**src/rtl/core/kpp_pkg.sv**
```systemverilog
// shared constants, types and helper functions for the k-means++ seeding block
package kpp_pkg;

	// default sizes
	localparam int DEF_MAX_POINTS   = 1024;
	localparam int DEF_MAX_FEATURES = 16;
	localparam int DEF_MAX_CLUSTERS = 16;
	localparam int DEF_MAX_TRIALS   = 8;
	localparam int DEF_FEATURE_BITS = 16;

	// fixed formats
	localparam int DIST_W     = 40;
	localparam int WEIGHT_W   = 16;
	localparam int POT_W      = 64;
	localparam int RNG_W      = 32;
	localparam int PROD_W     = DIST_W + WEIGHT_W;
	localparam int CFG_IDX_W  = 3;
	localparam int CFG_DATA_W = 32;

	localparam logic [DIST_W-1:0] DIST_MAX = '1;

	// request codes
	localparam logic [1:0] REQ_FEATURE = 2'd0;
	localparam logic [1:0] REQ_WEIGHT  = 2'd1;
	localparam logic [1:0] REQ_START   = 2'd2;

	// configuration register indexes
	localparam logic [CFG_IDX_W-1:0] CFG_NUM_POINTS   = 3'd0;
	localparam logic [CFG_IDX_W-1:0] CFG_NUM_FEATURES = 3'd1;
	localparam logic [CFG_IDX_W-1:0] CFG_NUM_CLUSTERS = 3'd2;
	localparam logic [CFG_IDX_W-1:0] CFG_LOCAL_TRIALS = 3'd3;
	localparam logic [CFG_IDX_W-1:0] CFG_RNG_SEED     = 3'd4;

	// phase of the run
	typedef enum logic [2:0] {
		MODE_FIRST  = 3'b001,
		MODE_TRIAL  = 3'b010,
		MODE_UPDATE = 3'b100
	} mode_t;

	// controller to datapath
	typedef struct packed {
		mode_t mode;
		logic  ld_cfg;
		logic  tot_acc;
		logic  rng_step;
		logic  draw_mul;
		logic  draw_sum;
		logic  uni_pick;
		logic  scan_mul;
		logic  scan_acc;
		logic  emit;
		logic  cpy_init;
		logic  cpy_rd;
		logic  cpy_wr;
		logic  pass_init;
		logic  pt_start;
		logic  ft_sq;
		logic  ft_acc;
		logic  pt_min;
		logic  pt_mul;
		logic  pt_add;
		logic  pass_end;
	} kpp_cmd_t;

	// datapath to controller
	typedef struct packed {
		logic i_last;
		logic f_last;
		logic t_last;
		logic c_last;
		logic hit;
		logic total_zero;
	} kpp_stat_t;

	// one xorshift step
	function automatic logic [RNG_W-1:0] xorshift32(input logic [RNG_W-1:0] x);
		logic [RNG_W-1:0] y;
		y = x ^ (x << 13);
		y = y ^ (y >> 17);
		y = y ^ (y << 5);
		return y;
	endfunction

	// saturating 64-bit add
	function automatic logic [POT_W-1:0] sat_add64(input logic [POT_W-1:0] a,
			input logic [POT_W-1:0] b);
		logic [POT_W:0] s;
		s = {1'b0, a} + {1'b0, b};
		return s[POT_W] ? '1 : s[POT_W-1:0];
	endfunction

endpackage

```
**src/rtl/core/kpp_ctrl.sv**
```systemverilog
// seeding controller state machine
module kpp_ctrl import kpp_pkg::*; (
	input  logic      clk,
	input  logic      arst_n,
	input  logic      go,
	input  kpp_stat_t stat,
	output kpp_cmd_t  cmd,
	output logic      busy
);
	typedef enum logic [23:0] {
		S_IDLE      = 24'h000001,
		S_INIT      = 24'h000002,
		S_TOT_RD    = 24'h000004,
		S_TOT_ACC   = 24'h000008,
		S_DRAW_A    = 24'h000010,
		S_DRAW_B    = 24'h000020,
		S_DRAW_C    = 24'h000040,
		S_UNI_PICK  = 24'h000080,
		S_SCAN_RD   = 24'h000100,
		S_SCAN_MUL  = 24'h000200,
		S_SCAN_ACC  = 24'h000400,
		S_EMIT      = 24'h000800,
		S_CPY_INIT  = 24'h001000,
		S_CPY_RD    = 24'h002000,
		S_CPY_WR    = 24'h004000,
		S_PASS_INIT = 24'h008000,
		S_PT_START  = 24'h010000,
		S_FT_RD     = 24'h020000,
		S_FT_SQ     = 24'h040000,
		S_FT_ACC    = 24'h080000,
		S_PT_MIN    = 24'h100000,
		S_PT_MUL    = 24'h200000,
		S_PT_ADD    = 24'h400000,
		S_PASS_END  = 24'h800000
	} state_t;

	state_t state_q, state_d;
	mode_t  mode_q, mode_d;

	// state and phase registers
	always_ff @(posedge clk or negedge arst_n) begin
		if (!arst_n) begin
			state_q <= S_IDLE;
			mode_q  <= MODE_FIRST;
		end else begin
			state_q <= state_d;
			mode_q  <= mode_d;
		end
	end

	assign busy = (state_q != S_IDLE);

	// next state and commands
	always_comb begin
		cmd      = '0;
		cmd.mode = mode_q;
		state_d  = state_q;
		mode_d   = mode_q;
		case (state_q)
			S_IDLE: begin
				if (go) begin
					state_d = S_INIT;
					mode_d  = MODE_FIRST;
				end
			end
			S_INIT: begin
				cmd.ld_cfg = 1'b1;
				state_d    = S_TOT_RD;
			end
			S_TOT_RD: state_d = S_TOT_ACC;
			S_TOT_ACC: begin
				cmd.tot_acc = 1'b1;
				state_d     = stat.i_last ? S_DRAW_A : S_TOT_RD;
			end
			S_DRAW_A: begin
				cmd.rng_step = 1'b1;
				state_d      = S_DRAW_B;
			end
			S_DRAW_B: begin
				cmd.draw_mul = 1'b1;
				state_d      = S_DRAW_C;
			end
			S_DRAW_C: begin
				cmd.draw_sum = 1'b1;
				if (mode_q == MODE_FIRST && stat.total_zero) begin
					state_d = S_UNI_PICK;
				end else begin
					state_d = S_SCAN_RD;
				end
			end
			S_UNI_PICK: begin
				cmd.uni_pick = 1'b1;
				state_d      = S_EMIT;
			end
			S_SCAN_RD: state_d = S_SCAN_MUL;
			S_SCAN_MUL: begin
				cmd.scan_mul = 1'b1;
				state_d      = S_SCAN_ACC;
			end
			S_SCAN_ACC: begin
				cmd.scan_acc = 1'b1;
				if (stat.hit || stat.i_last) begin
					state_d = (mode_q == MODE_FIRST) ? S_EMIT : S_CPY_INIT;
				end else begin
					state_d = S_SCAN_RD;
				end
			end
			S_EMIT: begin
				cmd.emit = 1'b1;
				if (stat.c_last) begin
					state_d = S_IDLE;
				end else if (mode_q == MODE_FIRST) begin
					state_d = S_CPY_INIT;
				end else begin
					mode_d  = MODE_TRIAL;
					state_d = S_DRAW_A;
				end
			end
			S_CPY_INIT: begin
				cmd.cpy_init = 1'b1;
				state_d      = S_CPY_RD;
			end
			S_CPY_RD: begin
				cmd.cpy_rd = 1'b1;
				state_d    = S_CPY_WR;
			end
			S_CPY_WR: begin
				cmd.cpy_wr = 1'b1;
				state_d    = stat.f_last ? S_PASS_INIT : S_CPY_RD;
			end
			S_PASS_INIT: begin
				cmd.pass_init = 1'b1;
				state_d       = S_PT_START;
			end
			S_PT_START: begin
				cmd.pt_start = 1'b1;
				state_d      = S_FT_RD;
			end
			S_FT_RD: state_d = S_FT_SQ;
			S_FT_SQ: begin
				cmd.ft_sq = 1'b1;
				state_d   = S_FT_ACC;
			end
			S_FT_ACC: begin
				cmd.ft_acc = 1'b1;
				state_d    = stat.f_last ? S_PT_MIN : S_FT_RD;
			end
			S_PT_MIN: begin
				cmd.pt_min = 1'b1;
				state_d    = S_PT_MUL;
			end
			S_PT_MUL: begin
				cmd.pt_mul = 1'b1;
				state_d    = S_PT_ADD;
			end
			S_PT_ADD: begin
				cmd.pt_add = 1'b1;
				state_d    = stat.i_last ? S_PASS_END : S_PT_START;
			end
			S_PASS_END: begin
				cmd.pass_end = 1'b1;
				case (mode_q)
					MODE_FIRST: begin
						mode_d  = MODE_TRIAL;
						state_d = S_DRAW_A;
					end
					MODE_TRIAL: begin
						if (stat.t_last) begin
							mode_d  = MODE_UPDATE;
							state_d = S_CPY_INIT;
						end else begin
							state_d = S_DRAW_A;
						end
					end
					MODE_UPDATE: state_d = S_EMIT;
					default: state_d = S_IDLE;
				endcase
			end
			default: state_d = S_IDLE;
		endcase
	end
endmodule

```
**config.mk**
```make
export PLATFORM = sky130hd
export DESIGN_NAME = kpp_ctrl
export DESIGN_NICKNAME = d
export VERILOG_FILES = /design/src/rtl/core/kpp_pkg.sv /design/src/rtl/core/kpp_ctrl.sv
export SDC_FILE = /design/constraint.sdc
export NUM_CORES = 1
export LEC_CHECK = 0
export ABC_AREA = 0
export BUFFER_PORTS_ARGS = -buffer_cell sky130_fd_sc_hd__buf_2
export CORE_MARGIN = 1.5
export CORE_UTILIZATION = 50
export DETAILED_ROUTE_END_ITERATION = 8
export GPL_TIMING_DRIVEN = 1
export PLACE_DENSITY = 0.81
export SLEW_MARGIN = 40
export SYNTH_ARGS = -nofsm -noshare
export SYNTH_HDL_FRONTEND = slang
export SYNTH_SLANG_ARGS = --single-unit
```
**constraint.sdc**
```tcl
create_clock -name clk -period 6 [get_ports clk]
set_clock_uncertainty 0.05 [all_clocks]
set_input_delay 1.2 -clock clk [delete_from_list [all_inputs] [get_ports clk]]
set_output_delay 1.2 -clock clk [all_outputs]
set_load 0.005 [all_outputs]
```
==> results.py <==
metrics = {
    "grt": {
        "grt_overflow_total": 0,
        "grt_max_degree": 28,
        "antenna_found_initial": 0,
        "grtUsageTotal_pct": 24.03,
        "grt_pass1_vias": 1688,
        "grt_pass1_wl_um": 7962,
    },
    "cts": {
        "cts_tree": "yes",
        "clockBufferDepth": 2,
        "numCtsBuffers": 3,
        "cts-root-buf": "clkbuf_8",
        "cts_hold_buf": 0,
        "post-cts-setup-buffers": 0,
        "path_clk_slew_ns": 0.09,
        "cts_resized": 0,
        "cts.sinks": 27,
        "cts_max_level": 1,
        "clock_latency_ns": 0.27,
    },
    "pwr": {
        "leakagePower_uw": 0.001055,
        "power_uw": 718.6,
        "power_density_mw_per_mm2": 330.1,
        "ir_drop_mv": 0.2703,
    },
    "drt": {
        "routedWlPerCell_um": 16.42,
        "wirelength_um": 4861,
        "via_per_inst": 6.453,
        "route.antenna.remaining_nets": 0,
        "drt_iter0_drc": 200,
        "vias": 1910,
        "firstDrtPassIters": 5,
        "drc": 0,
    },
    "logic_synthesis": {
        "synth-main-ff-cell": "dfrtp_1",
        "avgSynthCellArea_um2": 8.697,
        "yosysSeqAreaShare_pct": 34.81,
        "yosys.area_share.adder_pct": 0,
        "synth_top_area_share_pct": 32.11,
        "synth_compound_area_share_pct": 14.90,
        "synth_nets": 233,
        "synth_cells": 224,
        "synth.area.top_cells": "dfrtp_1 32%, nor2_1 4.0%, nor4_1 3.5%",
        "synth_area_leader_cell": "dfrtp_1",
        "synth_top_family_by_area": "simple AND/OR/NAND/NOR gates",
        "synth_xor_xnor_area_share_pct": 3.147,
        "synth_edf_count": 0,
        "async_flop_share_pct": 100.0,
        "synth-simple-area-share_pct": 41.62,
        "ys_ff_latch": 27,
        "synth_mux_area_share_pct": 0.5138,
        "synth_warnings": 0,
        "synth_area_mm2": 0.001948,
        "ys_types": 55,
    },
    "timing": {
        "slew_headroom_pct": 55.71,
        "rsz0062_at_grt": "false",
        "hold_viol_final": 0,
        "fmax_ghz": 0.2471,
        "final_max_slew_viol_count": 0,
        "tightestPinTransition_ns": 0.6588,
        "period_minus_slack_ns": 4.048,
        "timing.hold.ws_ns": 0.5049,
        "setup_tns_ns": 0,
        "setup_viol": 0,
        "min_period_over_period_pct": 67.46,
    },
    "worst_setup_path": {
        "crit_family": "simple AND/OR/NAND/NOR gates",
        "critPathCaptureType": "output port",
        "critical_path_class": "reg2out",
        "critPathBufInv": 1,
        "worstPathCellList": "or4_1 -> nor4_4 -> nand2_2 -> nor4_1 -> buf_2",
        "reg2reg_depth": 6,
        "startpoint_type": "flip-flop",
        "rrSetupSlack_ns": 3.36,
        "crit_arrival_ns": 2.80,
        "required_ns": 4.75,
        "critPathSlowestCell": "or4_1",
        "cpPeakStageDelay_ns": 0.68,
        "path_max_fanout": 7,
        "crit_cells": 5,
    },
    "die": {
        "num_rows": 22,
        "start_util_pct": 52.82,
        "ioPinCount": 33,
        "die-area_mm2": 0.004280,
        "core_area_mm2": 0.003689,
        "fp.dieH_um": 65.42,
        "die_w_um": 65.42,
    },
    "layout": {
        "diodes": 0,
        "final_core_util_pct": 59.02,
        "drive_gt1_share_pct": 22.98,
        "layout.nets": 258,
        "area_growth_pct": 11.75,
        "stdcell_area_mm2": 0.002177,
    },
    "job": {
        "cap_violations": 0,
    },
    "outcome": {
        "status": "completed",
    },
    "placed_design": {
        "place_congestion": 0.9235,
        "dp_hpwl_um": 3662,
        "port_buffers": 32,
        "dpl-instance-area_mm2": 0.002131,
    },
    "min_path": {
        "hold_class": "reg2reg",
        "hold_path_depth": 1,
    },
}
## Yosys cell counts, types with 4 or more instances
cell	n
o21ai_0	9
nand2_1	9
and3_1	4
xor2_1	6
clkbuf_1	12
nor3_1	11
nor3b_1	4
or4_1	7
dfrtp_1	25
nor4_1	11
a21oi_1	5
nand4_1	6
nor4b_1	4
nand2b_1	5
nor2_1	21
inv_1	10
nand3_1	5
## report_power, final
| part | total, uW | internal (uW) | switching [uW] |
|---|---|---|---|
| registers | 246 | 208 | 38.4 |
| clock network | 102 | 46.5 | 56.0 |
| logic | 370 | 158 | 212 |
| total | 719 | 412 | 307 |
## stage by stage
stage	cells	setup slack, ns
after detailed placement	292	2.255
after global placement	292	2.314
after global routing	296	1.810
final	296	1.952
after CTS	296	1.949
after floorplan	224	2.607
## cells in the final DEF, fill, tap and decap left out, drive strengths merged, types with 4 or more instances in the layout
cell and n:
nand2 12, nand3 5, and3 4, xor2 6, a21oi 5, o21ai 9
nor2 21, nor4 16, nand4 6, nand2b 5, nor3b 4, nor4b 6
dfrtp 25, or4 8, or2 4, nor3 11, inv 10, buf 35
## cells by family (layout without fill, tap and decap cells)
family / count (synthesis) / in the layout
DFF: 27 / 27
buffers and inverters: 25 / 49
xor gates and xnor gates: 7 / 7
and+or+nand+nor: 124 / 124
muxes: 1 / 1
AOI/OAI and AO/OA: 40 / 40
## routing by layer
| layer | vias to the layer above | share of wire (%) | wire length [um] | GRT usage, % |
|---|---|---|---|---|
| met5 | - | 0 | 0 | 0 |
| met4 | 0 | 2.7 | 130 | 9.115 |
| met3 | 17 | 8.6 | 420 | 3.938 |
| met2 | 100 | 44 | 2136 | 35.59 |
| met1 | 894 | 45 | 2174 | 35.16 |
| li1 | 899 | - | - | - |
## flip-flops by register name, summed over array words and instances (netlist names)
name / count
mode_q: 3
state_q: 24
## layout make-up
class | count | area, um2
Timing Repair Buffer | 35 | 182.7
Tap cell | 48 | 60.06
Sequential cell | 27 | 678.2
Fill cell | 344 | 1511
Multi-Input combinational cell | 172 | 1172
Inverter | 10 | 37.54
Clock inverter | 1 | 5.005
Clock buffer | 3 | 41.29
## worst reg2reg max path, cell delays in order, from the launching register on
cell,delay (ns)
dfrtp_1,0.49
or4_1,0.72
nor4_4,0.49
nand2_2,0.15
inv_1,0.22
o311a_1,0.27
mux2i_1,0.19
## final timing paths
path | from | to
max in group asynchronous | arst_n | state_q[11]
hold reg to reg | state_q[8] | state_q[10]
setup / recovery | state_q[9] | cmd[7]
hold / removal | state_q[8] | state_q[10]
min in group asynchronous | arst_n | state_q[13]
setup reg to reg | state_q[12] | mode_q[2]
Note: power is estimated with default switching activity, not from simulation.
